==> src/rtl/core/dda_pkg.sv <==
// Package for the DDA line rasterizer: widths, codes, payload structs and
// the sequencer state type. Used by every module in rtl/core.
package dda_pkg;

  localparam int COORD_BITS    = 12;
  localparam int FRAC_BITS     = 16;
  localparam int COLOR_BITS    = 32;
  localparam int DIVIDEND_BITS = COORD_BITS + FRAC_BITS;
  localparam int QUOT_BITS     = FRAC_BITS + 1;
  localparam int INC_BITS      = FRAC_BITS + 2;
  localparam int POS_BITS      = COORD_BITS + FRAC_BITS + 1;
  localparam int DIV_CNT_BITS  = $clog2(DIVIDEND_BITS);
  localparam int CFG_IDX_BITS  = 2;

  localparam logic [COORD_BITS-1:0] CLIP_X_RESET = COORD_BITS'(1920);
  localparam logic [COORD_BITS-1:0] CLIP_Y_RESET = COORD_BITS'(1080);
  localparam logic [COLOR_BITS-1:0] COLOR_RESET  = 32'h0FFF_FFFF;

  localparam logic [CFG_IDX_BITS-1:0] CFG_CLIP_X = 2'd0;
  localparam logic [CFG_IDX_BITS-1:0] CFG_CLIP_Y = 2'd1;
  localparam logic [CFG_IDX_BITS-1:0] CFG_COLOR  = 2'd2;

  localparam logic OP_LOAD = 1'b0;
  localparam logic OP_STEP = 1'b1;

  typedef enum logic [1:0] {
    ST_IDLE,
    ST_DIV_X,
    ST_DIV_Y
  } dda_state_e;

  typedef struct packed {
    logic                  opcode;
    logic [COORD_BITS-1:0] start_x;
    logic [COORD_BITS-1:0] start_y;
    logic [COORD_BITS-1:0] end_x;
    logic [COORD_BITS-1:0] end_y;
  } dda_in_t;

  typedef struct packed {
    logic [COORD_BITS-1:0] pixel_x;
    logic [COORD_BITS-1:0] pixel_y;
    logic [COLOR_BITS-1:0] pixel_color;
    logic                  pixel_valid;
    logic                  line_done;
  } dda_out_t;

  typedef struct packed {
    logic                  start;
    logic [COORD_BITS-1:0] mag;
    logic [COORD_BITS-1:0] divisor;
  } dda_div_req_t;

endpackage

==> src/rtl/core/dda_line_rasterizer.sv <==
// Top level of the DDA line rasterizer: sequencer, position state, clip
// logic and output register. Depends on dda_pkg and dda_div.
//
//   Channel   Direction  Signals                          Moves
//   in        input      in_valid_i/in_ready_o, in_data_i   load or step command
//   out       output     out_valid_o/out_ready_i, out_data_o  one pixel result
//   cfg       input      cfg_valid_i/cfg_ready_o, cfg_index_i, cfg_data_i  register write
//
// Steps stream at one per cycle while the output is taken. A load of a non-zero
// line holds the input while the x and then the y increment are computed, each
// started and then iterated on one shared restoring divider.
// A zero-length load starts no division. Reset is asynchronous and active low.
// A stalled output holds its result and blocks further input transfers.
module dda_line_rasterizer import dda_pkg::*; (
  input  logic                    clk_i,
  input  logic                    rst_ni,
  input  logic                    in_valid_i,
  output logic                    in_ready_o,
  input  dda_in_t                 in_data_i,
  output logic                    out_valid_o,
  input  logic                    out_ready_i,
  output dda_out_t                out_data_o,
  input  logic                    cfg_valid_i,
  output logic                    cfg_ready_o,
  input  logic [CFG_IDX_BITS-1:0] cfg_index_i,
  input  logic [COLOR_BITS-1:0]   cfg_data_i
);

  dda_state_e            state_q, state_d;
  logic                  active_q, active_d;
  logic [COORD_BITS-1:0] total_q, total_d;
  logic [COORD_BITS-1:0] count_q, count_d;
  logic [POS_BITS-1:0]   pos_x_q, pos_x_d, pos_y_q, pos_y_d;
  logic [INC_BITS-1:0]   inc_x_q, inc_x_d, inc_y_q, inc_y_d;
  logic                  neg_x_q, neg_x_d, neg_y_q, neg_y_d;
  logic [COORD_BITS-1:0] mag_y_q, mag_y_d;
  logic [COORD_BITS-1:0] clip_x_q, clip_y_q;
  logic [COLOR_BITS-1:0] color_q;
  logic                  out_valid_q, out_valid_d;
  dda_out_t              out_data_q, out_data_d;

  logic                  in_fire;
  logic [COORD_BITS:0]   dx, dy;
  logic [COORD_BITS-1:0] ax, ay, new_total;
  logic                  clipped;
  logic [INC_BITS-1:0]   quot_ext, inc_signed;
  dda_div_req_t          div_req;
  logic                  div_done;
  logic [QUOT_BITS-1:0]  div_quot;

  dda_div u_div (
    .clk_i  (clk_i),
    .rst_ni (rst_ni),
    .req_i  (div_req),
    .done_o (div_done),
    .quot_o (div_quot)
  );

  assign in_ready_o  = (state_q == ST_IDLE) && (!out_valid_q || out_ready_i);
  assign in_fire     = in_valid_i && in_ready_o;
  assign cfg_ready_o = 1'b1;
  assign out_valid_o = out_valid_q;
  assign out_data_o  = out_data_q;

  always_comb begin
    dx = {1'b0, in_data_i.end_x} - {1'b0, in_data_i.start_x};
    dy = {1'b0, in_data_i.end_y} - {1'b0, in_data_i.start_y};
    ax = dx[COORD_BITS] ? COORD_BITS'(-dx) : dx[COORD_BITS-1:0];
    ay = dy[COORD_BITS] ? COORD_BITS'(-dy) : dy[COORD_BITS-1:0];
    new_total = (ax >= ay) ? ax : ay;
    clipped = (pos_x_q > {1'b0, clip_x_q, {FRAC_BITS{1'b0}}}) ||
              (pos_y_q > {1'b0, clip_y_q, {FRAC_BITS{1'b0}}});
    quot_ext = {1'b0, div_quot};
    inc_signed = ((state_q == ST_DIV_X) ? neg_x_q : neg_y_q) ? -quot_ext : quot_ext;

    state_d     = state_q;
    active_d    = active_q;
    total_d     = total_q;
    count_d     = count_q;
    pos_x_d     = pos_x_q;
    pos_y_d     = pos_y_q;
    inc_x_d     = inc_x_q;
    inc_y_d     = inc_y_q;
    neg_x_d     = neg_x_q;
    neg_y_d     = neg_y_q;
    mag_y_d     = mag_y_q;
    out_valid_d = out_valid_q && !out_ready_i;
    out_data_d  = out_data_q;
    div_req     = '{start: 1'b0, mag: ax, divisor: new_total};

    case (state_q)
      ST_IDLE: begin
        if (in_fire && in_data_i.opcode == OP_LOAD) begin
          total_d  = new_total;
          count_d  = '0;
          pos_x_d  = {1'b0, in_data_i.start_x, {FRAC_BITS{1'b0}}};
          pos_y_d  = {1'b0, in_data_i.start_y, {FRAC_BITS{1'b0}}};
          inc_x_d  = '0;
          inc_y_d  = '0;
          neg_x_d  = dx[COORD_BITS];
          neg_y_d  = dy[COORD_BITS];
          mag_y_d  = ay;
          active_d = 1'b0;
          if (new_total != '0) begin
            div_req.start = 1'b1;
            state_d       = ST_DIV_X;
          end
        end else if (in_fire) begin
          out_valid_d = 1'b1;
          out_data_d  = '{pixel_x: '0, pixel_y: '0, pixel_color: '0,
                          pixel_valid: 1'b0, line_done: 1'b1};
          if (active_q) begin
            if (clipped) begin
              active_d = 1'b0;
            end else begin
              count_d  = count_q + 1'b1;
              pos_x_d  = pos_x_q + {{(POS_BITS-INC_BITS){inc_x_q[INC_BITS-1]}}, inc_x_q};
              pos_y_d  = pos_y_q + {{(POS_BITS-INC_BITS){inc_y_q[INC_BITS-1]}}, inc_y_q};
              active_d = count_d < total_q;
              out_data_d = '{pixel_x: pos_x_q[FRAC_BITS +: COORD_BITS],
                             pixel_y: pos_y_q[FRAC_BITS +: COORD_BITS],
                             pixel_color: color_q, pixel_valid: 1'b1,
                             line_done: !active_d};
            end
          end
        end
      end
      ST_DIV_X: begin
        div_req.mag     = mag_y_q;
        div_req.divisor = total_q;
        if (div_done) begin
          inc_x_d       = inc_signed;
          div_req.start = 1'b1;
          state_d       = ST_DIV_Y;
        end
      end
      ST_DIV_Y: begin
        div_req.mag     = mag_y_q;
        div_req.divisor = total_q;
        if (div_done) begin
          inc_y_d  = inc_signed;
          active_d = 1'b1;
          state_d  = ST_IDLE;
        end
      end
      default: begin
        state_d = ST_IDLE;
      end
    endcase
  end

  always_ff @(posedge clk_i or negedge rst_ni) begin
    if (!rst_ni) begin
      state_q     <= ST_IDLE;
      active_q    <= 1'b0;
      total_q     <= '0;
      count_q     <= '0;
      pos_x_q     <= '0;
      pos_y_q     <= '0;
      inc_x_q     <= '0;
      inc_y_q     <= '0;
      out_valid_q <= 1'b0;
      clip_x_q    <= CLIP_X_RESET;
      clip_y_q    <= CLIP_Y_RESET;
      color_q     <= COLOR_RESET;
    end else begin
      state_q     <= state_d;
      active_q    <= active_d;
      total_q     <= total_d;
      count_q     <= count_d;
      pos_x_q     <= pos_x_d;
      pos_y_q     <= pos_y_d;
      inc_x_q     <= inc_x_d;
      inc_y_q     <= inc_y_d;
      out_valid_q <= out_valid_d;
      if (cfg_valid_i && cfg_ready_o) begin
        case (cfg_index_i)
          CFG_CLIP_X: clip_x_q <= cfg_data_i[COORD_BITS-1:0];
          CFG_CLIP_Y: clip_y_q <= cfg_data_i[COORD_BITS-1:0];
          CFG_COLOR:  color_q  <= cfg_data_i;
          default: begin
          end
        endcase
      end
    end
  end

  always_ff @(posedge clk_i) begin
    neg_x_q    <= neg_x_d;
    neg_y_q    <= neg_y_d;
    mag_y_q    <= mag_y_d;
    out_data_q <= out_data_d;
  end

  a_load_starts_div: assert property (@(posedge clk_i) disable iff (!rst_ni)
    in_fire && in_data_i.opcode == OP_LOAD && new_total != '0 |=> state_q == ST_DIV_X)
    else $error("A non-empty line load did not start the x division.");

  a_count_below_total: assert property (@(posedge clk_i) disable iff (!rst_ni)
    active_q |-> count_q < total_q)
    else $error("An active line has reached its step total.");

  a_div_done_in_seq: assert property (@(posedge clk_i) disable iff (!rst_ni)
    div_done |-> state_q != ST_IDLE)
    else $error("The divider finished while the sequencer was idle.");

  a_no_pixel_means_done: assert property (@(posedge clk_i) disable iff (!rst_ni)
    out_valid_q && !out_data_q.pixel_valid |-> out_data_q.line_done)
    else $error("A result without a pixel does not mark the line as done.");

endmodule

==> src/rtl/core/dda_div.sv <==
// Restoring divider, one quotient bit per cycle, for the line increments.
// Depends on dda_pkg.
module dda_div import dda_pkg::*; (
  input  logic                 clk_i,
  input  logic                 rst_ni,
  input  dda_div_req_t         req_i,
  output logic                 done_o,
  output logic [QUOT_BITS-1:0] quot_o
);

  localparam logic [DIV_CNT_BITS-1:0] CNT_LAST = DIV_CNT_BITS'(DIVIDEND_BITS - 1);

  logic                     busy_q;
  logic                     done_q;
  logic [DIV_CNT_BITS-1:0]  cnt_q;
  logic [COORD_BITS-1:0]    rem_q, rem_d;
  logic [DIVIDEND_BITS-1:0] num_q, num_d;
  logic [COORD_BITS-1:0]    div_q;
  logic [COORD_BITS:0]      trial;
  logic                     ge;

  always_comb begin
    trial = {rem_q, num_q[DIVIDEND_BITS-1]};
    ge    = trial >= {1'b0, div_q};
    rem_d = ge ? COORD_BITS'(trial - {1'b0, div_q}) : trial[COORD_BITS-1:0];
    num_d = {num_q[DIVIDEND_BITS-2:0], ge};
  end

  always_ff @(posedge clk_i or negedge rst_ni) begin
    if (!rst_ni) begin
      busy_q <= 1'b0;
      done_q <= 1'b0;
      cnt_q  <= '0;
    end else begin
      done_q <= 1'b0;
      if (req_i.start) begin
        busy_q <= 1'b1;
        cnt_q  <= '0;
      end else if (busy_q) begin
        cnt_q <= cnt_q + 1'b1;
        if (cnt_q == CNT_LAST) begin
          busy_q <= 1'b0;
          done_q <= 1'b1;
        end
      end
    end
  end

  always_ff @(posedge clk_i) begin
    if (req_i.start) begin
      rem_q <= '0;
      num_q <= {req_i.mag, {FRAC_BITS{1'b0}}};
      div_q <= req_i.divisor;
    end else if (busy_q) begin
      rem_q <= rem_d;
      num_q <= num_d;
    end
  end

  assign done_o = done_q;
  assign quot_o = num_q[QUOT_BITS-1:0];

endmodule
==> config.mk <==
export PLATFORM = sky130hd
export DESIGN_NAME = dda_line_rasterizer
export DESIGN_NICKNAME = d
export VERILOG_FILES = /design/src/rtl/core/dda_pkg.sv /design/src/rtl/core/dda_line_rasterizer.sv /design/src/rtl/core/dda_div.sv
export SDC_FILE = /design/constraint.sdc
export NUM_CORES = 1
export LEC_CHECK = 0
export BUFFER_PORTS_ARGS = -buffer_cell sky130_fd_sc_hd__clkbuf_2
export CORE_MARGIN = 2
export CORE_UTILIZATION = 55
export DETAILED_ROUTE_END_ITERATION = 7
export PLACE_DENSITY = 0.72
export SETUP_SLACK_MARGIN = 0.3
export SLEW_MARGIN = 10
export SYNTH_ARGS = -nofsm -noshare
export SYNTH_HDL_FRONTEND = slang
export SYNTH_SLANG_ARGS = --single-unit
export TNS_END_PERCENT = 30
==> constraint.sdc <==
create_clock -name clk_i -period 5.7 [get_ports clk_i]
set_clock_uncertainty 0.2 [all_clocks]
set_input_delay 0.57 -clock clk_i [delete_from_list [all_inputs] [get_ports clk_i]]
set_output_delay 0.57 -clock clk_i [all_outputs]
set_load 0.03 [all_outputs]
==> results.sh, run 1 <==
export IMPL_cp_num_buf_inv=5
export IMPL_crit_cells=25
export IMPL_critPathMaxStageDelay_ps=420
export IMPL_grt_overflow=0
export IMPL_r2r_slack_ps=1330
export IMPL_drt_initial_drc_count=1115
export IMPL_final_cell_area_um2=22200
export IMPL_yosys_most_used_dff="dfrtp_1"
export IMPL_drv_cap=0
export IMPL_initial_utilization=0.557
export IMPL_syn_avg_cell_area_um2=9.67
export IMPL_ant_nets=0
export IMPL_timing_final_crit_share=0.902
export IMPL_p_int_w=0.00552
export IMPL_grt_use_met3=0.0436
export IMPL_io_buffers=147
export IMPL_slew_headroom=0.254
export IMPL_worstReg2RegEnd="pos_y_q[3]"
export IMPL_clkTransAtPathRegs_ps=60
export IMPL_cts_buffers_inserted=35
export IMPL_p_sw_w=0.00327
export IMPL_grt_util_met1=0.390
export IMPL_worst_r2r_cell_count=13
export IMPL_rows=68
export IMPL_final_net_count=2433
export IMPL_drt_first_pass_iters=5
export IMPL_worst_pin_slew_ps=1120
export IMPL_hold_class="primary input to flip-flop"
export IMPL_ios=149
export IMPL_fmax_mhz=195
export IMPL_p_comb_frac=0.394
export IMPL_postPlaceCellArea_um2=20900
export IMPL_r2r_start="clip_x_q[8]"
export IMPL_fp_coreArea_um2=34400
export IMPL_track_usage=0.285
export IMPL_synth_cell_type_count=87
export IMPL_worstPathArrival_ps=5230
export IMPL_dpl_hpwl_um=38200
export IMPL_p_leak_nw=10.2
export IMPL_yosys_area_top_type_share=0.195
export IMPL_instances_no_fill=2673
export IMPL_worstPathRequired_ps=5790
export IMPL_cts_path_max_buffers=3
export IMPL_vias_per_cell=5.88
export IMPL_die_area_um2=36300
export IMPL_endpoint_kind="flip-flop"
export IMPL_synth_edf_count=96
export IMPL_post_route_util=0.645
export IMPL_synth_top_family_by_area="compound AO/OA/AOI/OAI gates"
export IMPL_synth_xor_area_frac=0.0526
export IMPL_yosysSeqAreaShare=0.424
export IMPL_cts_tree="done"
export IMPL_drc=0
export IMPL_antenna_found_initial=1
export IMPL_synthAdderAreaFrac=0.101
export IMPL_syn_inst=1980
export IMPL_die_w_um=191
export IMPL_syn_num_nets=2220
export IMPL_top_usage_layer="met2"
export IMPL_cts_root_buf="clkbuf_16"
export IMPL_wl_per_cell_um=19.2
export IMPL_ir_drop_uv=312
export IMPL_ys_warn_count=0
export IMPL_grt_pass1_wl_um=80900
export IMPL_finalHoldViolations=0
export IMPL_powerDensity_nw_per_um2=396
export IMPL_cpMostUsedCell="buf_4"
export IMPL_period_minus_slack_ps=5140
export IMPL_clock_sinks=309
export IMPL_drv_slew=0
export IMPL_seqPwrFrac=0.362
export IMPL_grt_max_degree=99
export IMPL_status="completed"
export IMPL_clk_latency_ps=550
export IMPL_synth_top_cell_by_area="dfrtp_1"
export IMPL_grt_pass1_vias=14900
export IMPL_crit_type="primary input to flip-flop"
export IMPL_clkPwrFrac=0.244
export IMPL_antennaDiodeCount=0
export IMPL_dp_cells=2605
export IMPL_chipHeight_um=191
export IMPL_synthesis_area_um2=19100
export IMPL_syn2layout_area_growth_pct=15.8
export IMPL_async_reset_ff_frac=0.599
export IMPL_finalSetupViolations=0
export IMPL_cp_top_family="compound AO/OA/AOI/OAI gates"
export IMPL_gp_congestion=0.992
export IMPL_endpoint="u_div.num_q[23]"
export IMPL_dr_total_vias=15700
export IMPL_htreeDepth=2
export IMPL_totalWireLength_um=51400
export IMPL_yosys_area_share_simple=0.145
export IMPL_power_w=0.00878
export IMPL_startpoint="in_data_i[0]"
export IMPL_layout_drive_gt1_share=0.197
export IMPL_slowest_stage="fa_1"
export IMPL_synthMuxAreaShare=0.0486
export IMPL_swShare=0.372
export IMPL_synth_seq_cells=309
export IMPL_rsz0062_at_grt="false"
export IMPL_synth_area_top_cells="dfrtp_1 (19%), edfxtp_1 (15%), ha_1 (9.6%)"
export IMPL_crit_fanout=12
export IMPL_cp_start_kind="primary input"
export IMPL_grt_use_met2=0.455
export IMPL_synth_compound_area_share=0.188
## logic make-up (layout without fill, tap and decap cells)
group	after synthesis	after routing
AOI/OAI and AO/OA	550	550
and+or+nand+nor	568	568
adders and majority gates	152	152
muxes	86	86
DFF	309	309
other	1	1
xor gates and xnor gates	115	115
buffers and inverters	199	437
## registers in the layout, indices dropped and copies added (netlist names), 2 cells and up
register,count
clip_y_q,12
mag_y_q,12
color_q,32
u_div.rem_q,12
pos_y_q,29
count_q,12
inc_y_q,18
u_div.num_q,28
pos_x_q,29
u_div.div_q,12
total_q,12
inc_x_q,18
u_div.cnt_q,5
out_data_o,58
state_q,2
clip_x_q,12
## worst min-delay path by stage
stage	from	endpoint	slack (ps)	depth (start not counted)
2_1_floorplan	rst_ni	active_q	70	0
3_3_place_gp	color_q[30]	color_q[30]	280	1
3_5_place_dp	inc_y_q[8]	inc_y_q[8]	280	2
4_1_cts	cfg_data_i[31]	color_q[31]	70	2
5_1_grt	cfg_data_i[27]	color_q[27]	80	2
6_report	cfg_data_i[27]	color_q[27]	90	2
## cell usage after synthesis, types with 42 or more instances
cell	number
dfrtp_1	149
xnor2_1	69
nand2_1	182
nor2_1	133
clkbuf_1	52
o21ai_0	172
xor2_1	46
mux2_2	55
inv_1	126
and2_1	62
a21o_1	42
edfxtp_1	96
a21oi_1	112
ha_1	147
## area by class of cell
type | count | area, um2
Inverter | 129 | 484
Clock inverter | 15 | 134
Tap cell | 455 | 569
Fill cell | 2829 | 12200
Clock buffer | 47 | 931
Sequential cell | 309 | 8120
Timing Repair Buffer | 246 | 1500
Multi-Input combinational cell | 1472 | 10400
## what timing repair did
item	in CTS	in global routing
hold endpoints to repair	90	0
endpoints found under the setup margin	0	70
hold buffers	1	0
resized for setup	0	25
setup buffers	0	5
## cell usage in the layout, fill, tap and decap left out, types with 14 or more instances in the layout
cell type,instances
a21oi_1,109
nor2_1,132
a21o_1,42
nand4_1,16
and3_1,14
dfstp_2,36
a22o_1,27
nand2b_1,22
buf_4,97
xor2_1,43
nand2_1,182
clkbuf_2,146
dfrtp_1,148
o22ai_1,21
dfxtp_1,28
xnor2_1,66
mux2_2,55
nor2b_1,15
o21ai_0,171
mux2i_1,31
ha_1,146
edfxtp_1,96
and2_1,62
o31ai_1,15
a211oi_1,16
nand3_1,23
o21a_1,23
clkbuf_16,35
inv_1,126
nor3_1,35
## power by group through the flow
stage / clock network (W) / logic [W] / registers, W
final: 0.00215 / 0.00346 / 0.00318
after global routing: 0.00227 / 0.00383 / 0.00323
after CTS: 0.00218 / 0.00340 / 0.00317
after detailed placement: 0 / 0.00337 / 0.00321
after global placement: 0 / 0.00328 / 0.00319
after floorplan: 0 / 0.00234 / 0.00313
## worst reg2reg max path, delay by kind of cell, from the launching register on
family                     cells  cell delay, ps
DFF                            1             520
adders and majority gates      1             270
AOI/OAI and AO/OA              5            1130
buffers and inverters          3            1010
and+or+nand+nor                4            1170
## routing by layer
metal,up-vias,part of all wire,wire length (um)
li1,7589,-,-
met1,7583,0.45,23200
met2,452,0.46,23500
met3,97,0.056,2860
met4,2,0.037,1920
met5,-,0.00025,13
## per-stage QoR
stage | setup slack, ps | hold WS, ps | setup TNS [ps]
after global placement | -9.63 | 278 | -9.63
after detailed placement | -61.4 | 284 | -209
after global routing | 299 | 81.3 | 0
after CTS | 448 | 71.6 | 0
after floorplan | 323 | 74.4 | 0
final | 561 | 88.3 | 0
(Power assumes the default switching activity.)
==> run 2: changes to the inputs <==
--- a/config.mk
+++ b/config.mk
@@ -10,6 +10,7 @@
 export CORE_UTILIZATION = 55
 export DETAILED_ROUTE_END_ITERATION = 7
 export PLACE_DENSITY = 0.72
+export REMOVE_ABC_BUFFERS = 1
 export SETUP_SLACK_MARGIN = 0.3
 export SLEW_MARGIN = 10
 export SYNTH_ARGS = -nofsm -noshare
==> run 2 against run 1 <==
  * Via count about the same
  * Count of clock-buffer cells in the layout decreased by 1
  * Combinational power about the same
  * Worst hold slack got worse by 26 ps
  * Sequential power about the same
  * First-iteration DRC count increased by 18%
  * Non-clock buffer count decreased by 18
  * Cell count decreased by 0.60%
  * Critical endpoint unchanged
  * Largest power group unchanged
==> results.sh, run 2 (synthesis gave the netlist of run 1 again) <==
export IMPL_rows=68
export IMPL_r2r_start="pos_x_q[0]"
export IMPL_dp_cells=2584
export IMPL_clock_sinks=309
export IMPL_die_w_um=191
export IMPL_slowest_stage="a311oi_4"
export IMPL_cts_buffers_inserted=35
export IMPL_p_comb_frac=0.384
export IMPL_endpoint_kind="flip-flop"
export IMPL_cts_path_max_buffers=3
export IMPL_instances_no_fill=2657
export IMPL_dr_total_vias=15700
export IMPL_whs_path_depth=2
export IMPL_antennaDiodeCount=0
export IMPL_finalSetupViolations=0
export IMPL_layout_drive_gt1_share=0.196
export IMPL_drv_cap=0
export IMPL_vias_per_cell=5.92
export IMPL_post_route_util=0.645
export IMPL_worstPathArrival_ps=5370
export IMPL_powerDensity_nw_per_um2=405
export IMPL_die_area_um2=36300
export IMPL_antenna_found_initial=1
export IMPL_cts_root_buf="clkbuf_16"
export IMPL_cpMostUsedCell="buf_4"
export IMPL_seqPwrFrac=0.354
export IMPL_drc=0
export IMPL_dpl_hpwl_um=37500
export IMPL_clkPwrFrac=0.262
export IMPL_clk_latency_ps=540
export IMPL_drv_slew=0
export IMPL_startpoint="in_data_i[0]"
export IMPL_initial_utilization=0.557
export IMPL_grt_pass1_wl_um=81100
export IMPL_track_usage=0.282
export IMPL_gp_congestion=0.974
export IMPL_final_cell_mix="nand2_1 (182), o21ai_0 (171), dfrtp_1 (148), clkbuf_2 (146), ha_1 (145)"
export IMPL_htreeDepth=2
export IMPL_p_leak_nw=10.2
export IMPL_finalHoldViolations=0
export IMPL_dp_slack_ps=-263
export IMPL_nFillCells=2783
export IMPL_whs_endpoint="color_q[25]"
export IMPL_syn2layout_area_growth_pct=15.9
export IMPL_io_buffers=147
export IMPL_critPathMaxStageDelay_ps=430
export IMPL_swShare=0.369
export IMPL_status="completed"
export IMPL_worstPathRequired_ps=5780
export IMPL_grt_overflow=0
export IMPL_cp_num_buf_inv=7
export IMPL_worst_pin_slew_ps=1020
export IMPL_crit_fanout=12
export IMPL_holdWs_ps=61.9
export IMPL_clkTransAtPathRegs_ps=60
export IMPL_slew_headroom=0.302
export IMPL_cp_start_kind="primary input"
export IMPL_final_net_count=2415
export IMPL_ir_drop_uv=271
export IMPL_hold_class="primary input to flip-flop"
export IMPL_totalWireLength_um=51300
export IMPL_setup_tns_ps=0
export IMPL_timing_final_crit_share=0.929
export IMPL_ios=149
export IMPL_drt_initial_drc_count=1316
export IMPL_p_sw_w=0.00331
export IMPL_crit_type="primary input to flip-flop"
export IMPL_r2r_slack_ps=1660
export IMPL_p_int_w=0.00566
export IMPL_wl_per_cell_um=19.3
export IMPL_period_minus_slack_ps=5290
export IMPL_fp_coreArea_um2=34400
export IMPL_worstReg2RegEnd="pos_x_q[20]"
export IMPL_cp_top_family="compound AO/OA/AOI/OAI gates"
export IMPL_mostFrequentLayoutCell="nand2_1"
export IMPL_rsz0062_at_grt="false"
export IMPL_worst_r2r_cell_count=14
export IMPL_ant_nets=0
export IMPL_cts_tree="done"
export IMPL_drt_first_pass_iters=7
export IMPL_largest_reg_flops=58
export IMPL_hp_start="cfg_data_i[25]"
export IMPL_setup_slack_ps=406
export IMPL_grt_pass1_vias=15100
export IMPL_chipHeight_um=191
export IMPL_fmax_mhz=189
export IMPL_grt_max_degree=158
-- run 2: area by class of cell --
type	count	area (um2)	area share
Multi-Input combinational cell	1472	10400	0.471
Sequential cell	309	8120	0.366
Timing Repair Buffer	228	1370	0.0616
Clock buffer	46	968	0.0437
Tap cell	455	569	0.0257
Inverter	129	484	0.0218
Clock inverter	18	236	0.0107
-- run 2: power groups by stage --
stage | sequential, W | clock, W | combinational [W]
final | 0.00318 | 0.00235 | 0.00345
after global routing | 0.00323 | 0.00247 | 0.00382
after global placement | 0.00320 | 0 | 0.00322
after detailed placement | 0.00321 | 0 | 0.00331
after CTS | 0.00317 | 0.00237 | 0.00334
after floorplan | 0.00314 | 0 | 0.00228
-- run 2: metal layers --
metal	wire length (um)	part of all wire	track usage
met3	2740	0.053	0.0304
met2	23200	0.45	0.445
met4	1790	0.035	0.106
met5	0	0	0
met1	23600	0.46	0.402
-- run 2: timing repair --
item / 4_1_cts / 5_1_grt
pin swaps: 0 / 13
resized for setup: 1 / 31
hold buffers: 1 / 0
setup buffers: 0 / 8
endpoints found under the setup margin: 44 / 70
endpoints found under the hold margin: 28 / 0
-- run 2: how the worst max path moves through the flow --
stage / endpoint / slack, ps / depth (start not counted)
after floorplan: pos_x_q[16] / -1380 / 10
after global placement: u_div.busy_q / -40 / 25
after detailed placement: u_div.busy_q / -260 / 25
after CTS: u_div.rem_q[3] / 300 / 25
after global routing: u_div.num_q[22] / 220 / 26
final: u_div.num_q[23] / 410 / 26
-- run 2: stage by stage --
step	total power (W)	cell area, um2
floorplan	0.00543	18800
global placement	0.00642	20800
detailed placement	0.00651	20800
CTS	0.00889	22000
global route	0.00951	22200
finish	0.00897	22200
-- run 2: worst reg2reg max path, stage by stage, from the launching register on --
cell and delay [ps]:
dfrtp_1 390, ha_1 180, inv_1 50, fa_1 390, nor2b_1 130, o21a_1 130, o21ai_0 150, a2111oi_0 920
o211ai_1 320, o21ai_0 370, a21o_1 180, a21oi_1 80, xnor2_1 220, o22ai_1 100, a21oi_1 150
